$ cat src/rtl/core/lbd_pkg.sv
// Package for the letterbox bar detector: sizes, register indexes and the
// structs passed between the row measurement and the bar hysteresis blocks.
// No dependencies.
`default_nettype none

package lbd_pkg;

  localparam int unsigned MAX_ROWS        = 2048;
  localparam int unsigned MAX_ROW_SAMPLES = 64;

  localparam int unsigned LUMA_W   = 8;
  localparam int unsigned ROW_W    = 11;
  localparam int unsigned HEIGHT_W = 12;
  localparam int unsigned COUNT_W  = 7;
  localparam int unsigned TOL_W    = 8;
  localparam int unsigned GROW_W   = 10;
  localparam int unsigned CFG_IDX_W  = 3;
  localparam int unsigned CFG_DATA_W = 12;

  localparam logic [HEIGHT_W-1:0] MAX_ROWS_C        = HEIGHT_W'(MAX_ROWS);
  localparam logic [COUNT_W-1:0]  MAX_ROW_SAMPLES_C = COUNT_W'(MAX_ROW_SAMPLES);

  typedef enum logic [CFG_IDX_W-1:0] {
    REG_FRAME_HEIGHT   = 3'd0,
    REG_MAX_BAR_ROWS   = 3'd1,
    REG_LUMA_THRESHOLD = 3'd2,
    REG_MIN_BRIGHT     = 3'd3,
    REG_TOLERANCE_ROWS = 3'd4,
    REG_GROW_FRAMES    = 3'd5
  } reg_idx_t;

  typedef struct packed {
    logic [HEIGHT_W-1:0] frame_height;
    logic [ROW_W-1:0]    max_bar_rows;
    logic [LUMA_W-1:0]   luma_threshold;
    logic [COUNT_W-1:0]  min_bright;
    logic [TOL_W-1:0]    tolerance_rows;
    logic [GROW_W-1:0]   grow_frames_needed;
  } cfg_t;

  typedef struct packed {
    logic             top_found;
    logic [ROW_W-1:0] top_bar;
    logic             bottom_found;
    logic [ROW_W-1:0] bottom_bar;
  } meas_t;

  typedef struct packed {
    logic [ROW_W-1:0] bar_rows;
    logic             changed;
    logic             undetermined;
  } result_t;

endpackage

`default_nettype wire

$ cat src/rtl/core/lbd_row_meas.sv
// Row measurement: bright sample count per row and the top and bottom edge
// search of the current frame. Depends on lbd_pkg.
`default_nettype none

module lbd_row_meas (
  input  wire logic                        clk,
  input  wire logic                        rst,
  input  wire logic                        step,
  input  wire logic [lbd_pkg::LUMA_W-1:0]  luma,
  input  wire logic [lbd_pkg::ROW_W-1:0]   row_index,
  input  wire logic                        row_end,
  input  wire logic                        frame_end,
  input  wire lbd_pkg::cfg_t               cfg,
  output lbd_pkg::meas_t                   meas_now
);

  logic [lbd_pkg::COUNT_W-1:0]  bright_count;
  logic [lbd_pkg::COUNT_W-1:0]  count_inc;
  logic [lbd_pkg::COUNT_W-1:0]  bright_count_next;
  lbd_pkg::meas_t               meas;
  lbd_pkg::meas_t               meas_next;
  logic [lbd_pkg::HEIGHT_W-1:0] height;
  logic [lbd_pkg::ROW_W-1:0]    rows_below;
  logic                         closing;
  logic                         picture;
  logic                         in_frame;

  always_comb begin
    if ((luma > cfg.luma_threshold) && (bright_count < lbd_pkg::MAX_ROW_SAMPLES_C)) begin
      count_inc = bright_count + lbd_pkg::COUNT_W'(1);
    end else begin
      count_inc = bright_count;
    end
    closing = row_end || frame_end;
    picture = count_inc >= cfg.min_bright;
    height = (cfg.frame_height < lbd_pkg::MAX_ROWS_C) ? cfg.frame_height
                                                      : lbd_pkg::MAX_ROWS_C;
    in_frame = {1'b0, row_index} < height;
    rows_below = lbd_pkg::ROW_W'(height - lbd_pkg::HEIGHT_W'(1) - {1'b0, row_index});

    meas_now = meas;
    if (closing && picture && in_frame) begin
      if ((row_index <= cfg.max_bar_rows) &&
          (!meas.top_found || (row_index < meas.top_bar))) begin
        meas_now.top_found = 1'b1;
        meas_now.top_bar   = row_index;
      end
      if ((rows_below <= cfg.max_bar_rows) &&
          (!meas.bottom_found || (rows_below < meas.bottom_bar))) begin
        meas_now.bottom_found = 1'b1;
        meas_now.bottom_bar   = rows_below;
      end
    end

    bright_count_next = closing ? '0 : count_inc;
    meas_next = frame_end ? '0 : meas_now;
    if (frame_end) begin
      bright_count_next = '0;
    end
  end

  always_ff @(posedge clk) begin
    if (rst) begin
      bright_count <= '0;
      meas         <= '0;
    end else if (step) begin
      bright_count <= bright_count_next;
      meas         <= meas_next;
    end
  end

endmodule

`default_nettype wire

$ cat src/rtl/core/lbd_hyst.sv
// Bar height hysteresis applied at frame end: shrink at once, grow after the
// bigger bars persist. Depends on lbd_pkg.
`default_nettype none

module lbd_hyst (
  input  wire logic           clk,
  input  wire logic           rst,
  input  wire logic           step,
  input  wire logic           hold,
  input  wire lbd_pkg::meas_t meas_now,
  input  wire lbd_pkg::cfg_t  cfg,
  output lbd_pkg::result_t    result
);

  logic [lbd_pkg::ROW_W-1:0]    bar_size;
  logic [lbd_pkg::ROW_W-1:0]    bar_size_next;
  logic [lbd_pkg::GROW_W-1:0]   grow_count;
  logic [lbd_pkg::GROW_W-1:0]   grow_count_next;
  logic [lbd_pkg::GROW_W-1:0]   grow_inc;
  logic [lbd_pkg::ROW_W-1:0]    grow_pick;
  logic [lbd_pkg::ROW_W-1:0]    grow_pick_next;
  logic [lbd_pkg::ROW_W-1:0]    smaller;
  logic [lbd_pkg::ROW_W-1:0]    bigger;
  logic [lbd_pkg::HEIGHT_W-1:0] bigger_tol;
  logic [lbd_pkg::HEIGHT_W-1:0] size_tol;
  logic                         undet;

  always_comb begin
    undet = !meas_now.top_found || !meas_now.bottom_found;
    smaller = (meas_now.top_bar < meas_now.bottom_bar) ? meas_now.top_bar
                                                       : meas_now.bottom_bar;
    bigger = (meas_now.top_bar > meas_now.bottom_bar) ? meas_now.top_bar
                                                      : meas_now.bottom_bar;
    bigger_tol = {1'b0, bigger} + lbd_pkg::HEIGHT_W'(cfg.tolerance_rows);
    size_tol = {1'b0, bar_size} + lbd_pkg::HEIGHT_W'(cfg.tolerance_rows);
    grow_inc = grow_count + lbd_pkg::GROW_W'(1);

    bar_size_next = bar_size;
    grow_count_next = grow_count;
    grow_pick_next = grow_pick;
    if (!hold) begin
      if (undet) begin
        grow_count_next = '0;
      end else if (bigger_tol < {1'b0, bar_size}) begin
        bar_size_next = bigger;
        grow_count_next = '0;
      end else if ({1'b0, smaller} > size_tol) begin
        if ((grow_count == '0) || (smaller < grow_pick)) begin
          grow_pick_next = smaller;
        end
        grow_count_next = grow_inc;
        if (grow_inc >= cfg.grow_frames_needed) begin
          bar_size_next = grow_pick_next;
          grow_count_next = '0;
        end
      end else begin
        grow_count_next = '0;
      end
    end

    result.bar_rows = bar_size_next;
    result.changed = bar_size_next != bar_size;
    result.undetermined = undet;
  end

  always_ff @(posedge clk) begin
    if (rst) begin
      bar_size   <= '0;
      grow_count <= '0;
      grow_pick  <= '0;
    end else if (step) begin
      bar_size   <= bar_size_next;
      grow_count <= grow_count_next;
      grow_pick  <= grow_pick_next;
    end
  end

endmodule

`default_nettype wire

$ cat src/rtl/core/letterbox_bar_detector.sv
// Top level of the letterbox bar detector: configuration registers, input
// register, result register. Depends on lbd_pkg, lbd_row_meas and lbd_hyst.
//
//   channel  direction  handshake            payload
//   in       sink       in_valid / in_stall  luma, row_index, row_end, frame_end, hold
//   out      source     out_valid / out_stall bar_rows, changed, undetermined
//   cfg      sink       cfg_valid / cfg_ready cfg_index, cfg_data
//
// One item is accepted per cycle while in_stall is low; a frame end item passes
// through the input register, and its result is then presented from the result register.
// Reset is synchronous and clears all control and measurement state.
// Input is stalled only while a frame end item waits behind an unaccepted
// result; other items keep flowing while a result waits.
`default_nettype none

module letterbox_bar_detector (
  input  wire logic                            clk,
  input  wire logic                            rst,
  input  wire logic                            in_valid,
  output logic                                 in_stall,
  input  wire logic [lbd_pkg::LUMA_W-1:0]      luma,
  input  wire logic [lbd_pkg::ROW_W-1:0]       row_index,
  input  wire logic                            row_end,
  input  wire logic                            frame_end,
  input  wire logic                            hold,
  output logic                                 out_valid,
  input  wire logic                            out_stall,
  output logic [lbd_pkg::ROW_W-1:0]            bar_rows,
  output logic                                 changed,
  output logic                                 undetermined,
  input  wire logic                            cfg_valid,
  output logic                                 cfg_ready,
  input  wire logic [lbd_pkg::CFG_IDX_W-1:0]   cfg_index,
  input  wire logic [lbd_pkg::CFG_DATA_W-1:0]  cfg_data
);

  lbd_pkg::cfg_t              cfg;
  lbd_pkg::meas_t             meas_now;
  lbd_pkg::result_t           result;
  logic                       s1_valid;
  logic [lbd_pkg::LUMA_W-1:0] s1_luma;
  logic [lbd_pkg::ROW_W-1:0]  s1_row_index;
  logic                       s1_row_end;
  logic                       s1_frame_end;
  logic                       s1_hold;
  logic                       s1_adv;
  logic                       in_acc;

  assign cfg_ready = 1'b1;
  assign in_stall  = s1_valid && s1_frame_end && out_valid && out_stall;
  assign s1_adv    = s1_valid && !in_stall;
  assign in_acc    = in_valid && !in_stall;

  always_ff @(posedge clk) begin
    if (rst) begin
      cfg.frame_height       <= lbd_pkg::HEIGHT_W'(480);
      cfg.max_bar_rows       <= lbd_pkg::ROW_W'(144);
      cfg.luma_threshold     <= lbd_pkg::LUMA_W'(40);
      cfg.min_bright         <= lbd_pkg::COUNT_W'(8);
      cfg.tolerance_rows     <= lbd_pkg::TOL_W'(4);
      cfg.grow_frames_needed <= lbd_pkg::GROW_W'(90);
    end else if (cfg_valid && cfg_ready) begin
      unique case (cfg_index)
        lbd_pkg::REG_FRAME_HEIGHT:   cfg.frame_height <= cfg_data;
        lbd_pkg::REG_MAX_BAR_ROWS:   cfg.max_bar_rows <= cfg_data[lbd_pkg::ROW_W-1:0];
        lbd_pkg::REG_LUMA_THRESHOLD: cfg.luma_threshold <= cfg_data[lbd_pkg::LUMA_W-1:0];
        lbd_pkg::REG_MIN_BRIGHT:     cfg.min_bright <= cfg_data[lbd_pkg::COUNT_W-1:0];
        lbd_pkg::REG_TOLERANCE_ROWS: cfg.tolerance_rows <= cfg_data[lbd_pkg::TOL_W-1:0];
        lbd_pkg::REG_GROW_FRAMES:
          cfg.grow_frames_needed <= cfg_data[lbd_pkg::GROW_W-1:0];
        default: begin
        end
      endcase
    end
  end

  always_ff @(posedge clk) begin
    if (rst) begin
      s1_valid <= 1'b0;
    end else if (in_acc) begin
      s1_valid <= 1'b1;
    end else if (s1_adv) begin
      s1_valid <= 1'b0;
    end
  end

  always_ff @(posedge clk) begin
    if (in_acc) begin
      s1_luma      <= luma;
      s1_row_index <= row_index;
      s1_row_end   <= row_end;
      s1_frame_end <= frame_end;
      s1_hold      <= hold;
    end
  end

  lbd_row_meas u_meas (
    .clk       (clk),
    .rst       (rst),
    .step      (s1_adv),
    .luma      (s1_luma),
    .row_index (s1_row_index),
    .row_end   (s1_row_end),
    .frame_end (s1_frame_end),
    .cfg       (cfg),
    .meas_now  (meas_now)
  );

  lbd_hyst u_hyst (
    .clk      (clk),
    .rst      (rst),
    .step     (s1_adv && s1_frame_end),
    .hold     (s1_hold),
    .meas_now (meas_now),
    .cfg      (cfg),
    .result   (result)
  );

  always_ff @(posedge clk) begin
    if (rst) begin
      out_valid <= 1'b0;
    end else if (s1_adv && s1_frame_end) begin
      out_valid <= 1'b1;
    end else if (!out_stall) begin
      out_valid <= 1'b0;
    end
  end

  always_ff @(posedge clk) begin
    if (s1_adv && s1_frame_end) begin
      bar_rows     <= result.bar_rows;
      changed      <= result.changed;
      undetermined <= result.undetermined;
    end
  end

endmodule

`default_nettype wire

$ cat config.mk
export PLATFORM = sky130hd
export DESIGN_NAME = letterbox_bar_detector
export DESIGN_NICKNAME = d
export VERILOG_FILES = /design/src/rtl/core/lbd_pkg.sv /design/src/rtl/core/lbd_row_meas.sv /design/src/rtl/core/lbd_hyst.sv /design/src/rtl/core/letterbox_bar_detector.sv
export SDC_FILE = /design/constraint.sdc
export NUM_CORES = 1
export LEC_CHECK = 0
export ABC_AREA = 1
export BUFFER_PORTS_ARGS = -buffer_cell sky130_fd_sc_hd__buf_2
export CAP_MARGIN = 20
export CORE_AREA = 2 2 141 211
export DETAILED_ROUTE_END_ITERATION = 16
export DIE_AREA = 0 0 143 213
export GPL_TIMING_DRIVEN = 0
export PLACE_DENSITY = 0.58
export SYNTH_ARGS = -nofsm -noshare
export SYNTH_HDL_FRONTEND = slang
export SYNTH_SLANG_ARGS = --single-unit
$ cat constraint.sdc
create_clock -name clk -period 13.7 [get_ports clk]
set_input_delay 4.11 -clock clk [delete_from_list [all_inputs] [get_ports clk]]
set_output_delay 4.11 -clock clk [all_outputs]
set_load 0.005 [all_outputs]
After elaboration in Yosys (flattened, before gate mapping)

Cells that the tools add are included.

Logic and storage cells: 111
Bits in registers: 156
Bits of input ports: 42

Bitwise logic cells: 3
Eq/ne operators: 7
$lt $le $gt $ge: 15
Multiplexer cells: 24
Reductions and logical operators: 32
$add $sub $neg: 6

Operators with widths:

| operator                                           | count |
|---|---|
| two-way mux 11 bit                                 | 8 |
| two-way mux 24 bit                                 | 2 |
| < comparator 11 bit                                | 4 |
| two-way mux 10 bit                                 | 4 |
| two-way mux 12 bit                                 | 3 |
| adder 11 x 8 -> 12 bit                             | 2 |
| <= comparator 11 bit                               | 2 |
| two-way mux 7 bit                                  | 3 |
| AND reduction 2 bit                                | 7 |
| greater-than comparator 11 x 12 -> 1 bit           | 1 |
| < comparator 11 x 12 -> 1 bit                      | 1 |
| < comparator 12 x 11 -> 1 bit                      | 1 |
| < comparator 12 bit, second input constant         | 1 |
| greater-than comparator 11 bit                     | 1 |
| logical AND 1 bit                                  | 11 |
| inequality test 11 bit                             | 1 |
| subtractor 11 x 1 -> 11 bit, second input constant | 1 |
| subtractor 11 bit                                  | 1 |
| adder 10 x 1 -> 10 bit, second input constant      | 1 |
| greater-or-equal comparator 10 bit                 | 1 |
| zero test 10 bit                                   | 1 |
| greater-than comparator 8 bit                      | 1 |
| adder 7 x 1 -> 7 bit, second input constant        | 1 |
| greater-or-equal comparator 7 bit                  | 1 |
| 12 further kinds                                   | 27 |

Longest topological paths before layout

Gate-level depths: netlist of the first run.

Word-level depth: 20
Mapped depth: 65
Depth with buffers taken out: 63

Hierarchy

Synthesis of the first run repeated with hierarchy kept, for this count alone.

Cells, all modules: 1835
Area total of the unflattened synthesis: 12231.7 um^2

By module, submodules not included:

| module                 | instances | area an instance (um^2) | cells an instance |
|---|---|---|---|
| lbd_hyst               | 1         | 4576.9                  | 756 |
| lbd_row_meas           | 1         | 4294.1                  | 710 |
| letterbox_bar_detector | 1         | 3360.7                  | 369 |

Worst setup path before layout of the first run

Ideal clock, no wire load.

Path kind: input port to output port
Start point: in out_stall
End point: out in_stall
Data required time: 9590 ps
Arrival: 4473 ps
Path slack: 5117 ps
Cell stages on the path: 2
Cell sequence: nand2_1 nor3_1

Cells in the longest elaborated chain, start to end: 1

RTL lines:

| what              | line                         | source |
|---|---|---|
| start, declared   | letterbox_bar_detector.sv:27 | `input wire logic out_stall,` |
| logical AND 1 bit | letterbox_bar_detector.sv:50 | `assign in_stall = s1_valid && s1_frame_end && out_valid && out_stall;` |
| end, declared     | letterbox_bar_detector.sv:20 | `output logic in_stall,` |

Every way passes these cells.

==> results of run 1 <==
[cell type report]
| cell class | instances | area share [%] |
|---|---|---|
| Clock buffer | 20 | 3.71 |
| Tap cell | 390 | 3.86 |
| Clock inverter | 12 | 0.803 |
| Multi-Input combinational cell | 1109 | 52.8 |
| Inverter | 255 | 7.58 |
| Sequential cell | 156 | 27.5 |
| Timing Repair Buffer | 57 | 2.34 |
| Buffer | 40 | 1.44 |
[cells in the final DEF, fill, tap and decap left out, types with 4 or more instances in the layout]
| master | instances |
|---|---|
| o21a_1 | 5 |
| buf_2 | 60 |
| xor2_1 | 21 |
| nor2_2 | 5 |
| clkbuf_1 | 28 |
| o21ai_1 | 20 |
| o22ai_1 | 5 |
| dfxtp_1 | 121 |
| inv_2 | 11 |
| nor2_4 | 4 |
| a21oi_1 | 134 |
| o21ai_2 | 8 |
| nand4_1 | 19 |
| and2_1 | 4 |
| edfxtp_1 | 35 |
| nor2_1 | 106 |
| a311oi_1 | 6 |
| inv_8 | 4 |
| or2_2 | 5 |
| o21bai_1 | 4 |
| a22oi_1 | 4 |
| xnor2_1 | 17 |
| nand3_1 | 71 |
| a211oi_1 | 7 |
| inv_1 | 241 |
| o21ai_0 | 84 |
| a21o_1 | 7 |
| o211ai_1 | 11 |
| nand2_2 | 10 |
| o221ai_1 | 8 |
| ha_1 | 151 |
| buf_1 | 5 |
| clkbuf_16 | 18 |
| nand2_1 | 362 |
[per-stage QoR]
stage / instance area [sq um] / util, % / hold slack (ns) / instances / setup WS [ns]
floorplan: 11300 / - / 0.429 / 1560 / 5.12
global placement: 12000 / 42.1 / 0.446 / 2006 / 3.95
detailed placement: 12100 / 42.1 / 0.449 / 2007 / 3.84
CTS: 12600 / 44.1 / 0.467 / 2039 / 3.78
global route: 12600 / 44.1 / 0.483 / 2039 / 2.79
finish: 12600 / 44.1 / 0.463 / 2039 / 3.74
[cells by family (layout without fill, tap and decap cells)]
| group | Yosys count | count (layout) | share of synthesized area (%) |
|---|---|---|---|
| buffers and inverters | 295 | 384 | 10.1 |
| xor gates and xnor gates | 38 | 38 | 2.95 |
| muxes | 1 | 1 | 0.0999 |
| adders and majority gates | 154 | 154 | 17.3 |
| and+or+nand+nor | 601 | 601 | 22.7 |
| DFF | 156 | 156 | 30.8 |
| other | 1 | 1 | 0.0333 |
| AOI/OAI and AO/OA | 314 | 314 | 16.0 |
[sequential cells by signal, indices dropped and copies added (netlist names), 7 cells and up]
name                 flops
bar_rows                11
cfg                     56
s1_luma                  8
s1_row_index            11
u_hyst.bar_size         11
u_hyst.grow_count       10
u_hyst.grow_pick        11
u_meas.bright_count      7
u_meas.meas             24
[how the worst min path moves through the flow]
stage	to	from	depth (start not counted)	slack (ns)
2_1_floorplan	cfg[49]$_SDFFE_PP1P_	cfg[49]$_SDFFE_PP1P_	2	0.43
3_3_place_gp	cfg[49]$_SDFFE_PP1P_	cfg[49]$_SDFFE_PP1P_	2	0.45
3_5_place_dp	cfg[49]$_SDFFE_PP1P_	cfg[49]$_SDFFE_PP1P_	2	0.45
4_1_cts	cfg[49]$_SDFFE_PP1P_	cfg[49]$_SDFFE_PP1P_	2	0.47
5_1_grt	cfg[27]$_SDFFE_PP0P_	cfg[27]$_SDFFE_PP0P_	2	0.48
6_report	cfg[52]$_SDFFE_PP1P_	cfg[52]$_SDFFE_PP1P_	2	0.46
[routing by layer]
metal	wire, um	vias up	track usage [%]
met5	0	-	0
met4	1660	0	11.9
met3	877	69	2.69
met2	17300	192	42.2
met1	12900	4605	24.0
li1	-	5279	-
[critical path: cells and delay by family (launching register included)]
kind                     cells  cell delay (ns)
AO/OA/AOI/OAI               16             3.14
AND/OR/NAND/NOR             22             2.51
adder cells (fa/ha/maj)      5             1.64
buffers and inverters       11             1.60
XOR/XNOR                     2             0.46
flip-flops                   1             0.33
[power groups by stage]
stage               clock, uW  sequential (uW)  combinational [uW]
CTS                       480              488                 185
global placement            0              499                 180
detailed placement          0              499                 184
finish                    471              488                 185
floorplan                   0              496                 132
global route              497              489                 213
==> results.toml, run 1 <==
[status]
status = "complete, no violations"

[place]
place.gp.congestion = 0.912
portBuffers = 56
dp_hpwl_mm = 26.4

[power]
p_seq_share_pct = 42.7
p_sw_uw = 346
peakVddDrop_v = 0.0000930
comb_power_share_pct = 16.2
power_density_nw_per_um2 = 90.6
clockPowerShare_pct = 41.1
swShare_pct = 30.2
power_uw = 1140
p_leak_uw = 0.00593
p_int_uw = 798

[yosys]
synth_edf_count = 35
ys_seq_area_share_pct = 30.8
synth.distinct_cells = 56
synthTopCellsByCount = "nand2_1, inv_1, ha_1"
synth.most_common_cell = "nand2_1"
synth_fp_nets = 1756
synth.avg_cell_area_sq_um = 7.22
yosys.area.top_type = "dfxtp_1"
synthArstFlopShare_pct = 0
synthesis.area_sq_um = 11300
synthTopCellsByArea = "dfxtp_1, ha_1, nand2_1, edfxtp_1, inv_1"
synth_seq_cells = 156
ys_warn_count = 0
syn-instance-count = 1560
synth_top_area_share_pct = 21.5
ys_dominant_reg_cell = "dfxtp_1"

[grt]
grt-ovfl-total = 0
grt_pass1_vias = 9772
grt_max_degree = 19
grt_antenna_before_repair = 0
grt_pass1_wl_mm = 51.5
groute.usage.overall_pct = 22.4

[floorplan]
core_area_sq_um = 28600
io_pins = 58
die_area_sq_um = 30500
floorplan.initialDensity_pct = 39.4
fp-row-count = 76
die_w_um = 143
die_h_um = 213

[cts]
cts_root_buf = "clkbuf_16"
clk_latency_ns = 0.45
cts_tree = "built"
cts-buffers-inserted = 17
cts.sinks = 156
ctsResizeCount = 0
hold_buffers = 0
cts.clk_slew.worst_paths_ns = 0.07
post_cts_buffers = 0
htreeDepth = 4
cts_buffer_depth = 2

[routing]
final_antenna_net_count = 0
remaining_drc_errors = 0
wl_mm = 32.7
viasPerCell = 4.98
dr.pass1.iters = 5
vias = 10145
dr.first_iter.drc_count = 486
routedWlPerCell_um = 16.0

[setup_path]
reg2reg_slack_ns = 3.74
cp_data_arrival_time_ns = 10.16
critPathSlowestCell = "o21ai_0"
crit_path_max_incr_delay_ns = 0.55
critPathRequiredTime_ns = 13.89
critical_path.most_common_cell = "nand2_1"
worstPathMaxFanout = 10
cp-end-kind = "flop"
critPathKind = "reg2reg"
cp-start-kind = "flop"
crit_path_start = "cfg[55]$_SDFFE_PP0P_"
reg2regPathDepth = 56
reg2reg_from = "cfg[55]$_SDFFE_PP0P_"
r2r-end = "changed$_DFFE_PP_"
crit_end = "changed$_DFFE_PP_"

[final_layout]
antenna_cells = 0
num-nets-final = 1832
area_growth_pct = 12.0
multi_input_area_sq_um = 6660
regArea_sq_um = 3470
drive_gt1_share_pct = 9.16
fill_cells = 2988

[flow_run]
drv_cap = 0

[timing]
period_share_pct = 72.7
rsz0062_at_grt = "no"
hold_viol = 0
worstMarginPinSlew_ns = 0.898
max-slew-margin-rel_pct = 40.0
period_minus_slack_ns = 9.96
clock_skew_ns = 0.0151
finalSetupViolations = 0
setup_tns_ns = 0
maxSlewViolCount = 0
clock.fmax_mhz = 100

[worst_hold_path]
hp-class = "reg2reg"
No activity file was read; power rests on OpenSTA's default activity.
==> inputs of run 2 (changes only) <==
==> constraint.sdc (replaced) <==
create_clock -name clk -period 10.2 [get_ports clk]
set_input_delay 3.06 -clock clk [delete_from_list [all_inputs] [get_ports clk]]
set_output_delay 3.06 -clock clk [all_outputs]
set_load 0.005 [all_outputs]
==> run 2 against run 1 <==
  * Register-to-register slack got worse by 2.8 ns
  * Worst setup slack lost 2.8 ns
  * Largest power group unchanged
  * Via count shrank 0.25%
  * Flip-flop and latch count unchanged
  * First-iteration DRC count did not move
  * Critical path type unchanged
  * Global-route usage is the same
  * Total power increased by 34%
  * Combinational power increased by 35%
  * Utilization up 0.052 points
  * Clock skew decreased by 0.0013 ns
  * Wire length decreased by 0.39%
  * Sequential power up 34%
==> results.toml, run 2 (synthesis gave the netlist of run 1 again) <==
[cts]
cts.clk_slew.worst_paths_ns = 0.06
post_cts_buffers = 0
cts_root_buf = "clkbuf_16"
hold_buffers = 0
htreeDepth = 4
cts-buffers-inserted = 17
ctsResizeCount = 0
clk_latency_ns = 0.45
cts.sinks = 156
cts_buffer_depth = 2
cts_tree = "built"

[power]
clockPowerShare_pct = 41.1
comb_power_share_pct = 16.2
p_leak_uw = 0.00595
swShare_pct = 30.1
peakVddDrop_v = 0.000125
power_density_nw_per_um2 = 122
p_seq_share_pct = 42.7
p_sw_uw = 463
p_int_uw = 1070

[setup_path]
crit_path_max_incr_delay_ns = 0.46
cp-start-kind = "flop"
critPathRequiredTime_ns = 10.39
critPathKind = "reg2reg"
critical_path.most_common_cell = "nand2_1"
worstPathMaxFanout = 10
cp-end-kind = "flop"
cp_data_arrival_time_ns = 9.48
critPathSlowestCell = "o21ai_1"

[grt]
groute.usage.overall_pct = 22.4
grt_pass1_wl_mm = 51.5
grt_antenna_before_repair = 0
grt-ovfl-total = 0
grt_pass1_vias = 9772
grt_max_degree = 19

[final_layout]
drive_gt1_share_pct = 9.52
regMostFlops = "cfg"
fill_cells = 2986
final_cell_mix = "nand2_1, inv_1, ha_1"
instances_no_fill = 2039
largest_reg_flops = 56
area_growth_pct = 12.2
num-nets-final = 1832
antenna_cells = 0
final_common_cell = "nand2_1"
reg_top3 = "cfg x56, u_meas.meas x24"

[timing]
finalSetupViolations = 0
max-slew-margin-rel_pct = 40.6
clock.fmax_mhz = 108
period_minus_slack_ns = 9.28
maxSlewViolCount = 0
hold_viol = 0
worstMarginPinSlew_ns = 0.890
setup_tns_ns = 0
clock_skew_ns = 0.0138
rsz0062_at_grt = "no"
period_share_pct = 91.0

[routing]
vias = 10120
wl_mm = 32.6
remaining_drc_errors = 0
final_antenna_net_count = 0
routedWlPerCell_um = 16.0
viasPerCell = 4.96
dr.first_iter.drc_count = 486
dr.pass1.iters = 4

[worst_hold_path]
hp-class = "reg2reg"

[place]
place_inst = 2007
portBuffers = 56
place.gp.congestion = 0.912
dp_hpwl_mm = 26.4

[floorplan]
fp-row-count = 76
die_h_um = 213
io_pins = 58
die_w_um = 143
core_area_sq_um = 28600
floorplan.initialDensity_pct = 39.4
die_area_sq_um = 30500

[flow_run]
drv_cap = 0

[status]
status = "complete, no violations"
==> run 2: cell types whose count changed in the layout (fill, tap and decap cells not counted) <==
| cell | before | now |
|---|---|---|
| clkbuf_1 | 28 | 25 |
| clkbuf_2 | 0 | 3 |
| inv_1 | 241 | 240 |
| inv_2 | 11 | 12 |
| o21ai_0 | 84 | 76 |
| o21ai_1 | 20 | 27 |
| o21ai_2 | 8 | 9 |
| xnor2_1 | 17 | 16 |
| xnor2_2 | 0 | 1 |
==> run 2: power groups by stage <==
stage,combinational (uW),clock [uW],sequential (uW)
after global placement,242,0,670
after CTS,249,645,656
after global routing,287,668,657
final,249,631,656
after detailed placement,248,0,670
after floorplan,177,0,666
==> run 2: final timing paths <==
check                              end  cells past startpoint            startpoint  slack [ns]
hold reg to reg   cfg[29]$_SDFFE_PP0P_                      2  cfg[29]$_SDFFE_PP0P_        0.46
setup / recovery     changed$_DFFE_PP_                     59  cfg[28]$_SDFFE_PP1P_        0.92
hold / removal    cfg[29]$_SDFFE_PP0P_                      2  cfg[29]$_SDFFE_PP0P_        0.46
setup reg to reg     changed$_DFFE_PP_                     59  cfg[28]$_SDFFE_PP1P_        0.92
==> run 2: worst max-delay path: cells and delay by family, from the launching register on <==
kind                       cells  cell delay (ns)
DFF                            1             0.32
adders and majority gates      5             1.54
AOI/OAI and AO/OA             15             2.61
buffers and inverters         10             1.16
xor gates and xnor gates       2             0.26
and+or+nand+nor               27             3.10
==> run 2: metrics by stage <==
stage	setup WS, ns	total power [uW]	utilization, %	hold slack (ns)	cell area (sq um)
5_1_grt	0.00520	1610	44.2	0.483	12600
3_3_place_gp	0.454	913	42.1	0.446	12000
4_1_cts	0.280	1550	44.1	0.467	12600
3_5_place_dp	0.338	918	42.1	0.449	12100
6_report	0.915	1540	44.2	0.464	12600
2_1_floorplan	2.27	843	-	0.429	11300
==> run 2: routing by layer <==
layer | vias to the layer above | wire length [um] | GRT usage, %
li1 | 5276 | - | -
met1 | 4603 | 12800 | 24.0
met2 | 177 | 17300 | 42.2
met3 | 64 | 875 | 2.69
met4 | 0 | 1600 | 11.9
met5 | - | 0 | 0
==> run 2: layout make-up <==
class                      count  area, sq um  area share [%]
clock buffer                  20          468            3.70
buffer                        40          185            1.46
inverter                     255          957            7.57
tap                          390          488            3.86
timing repair buffer          57          295            2.34
clock inverter                12          101           0.802
multi-input combinational   1109         6670            52.8
sequential                   156         3470            27.5
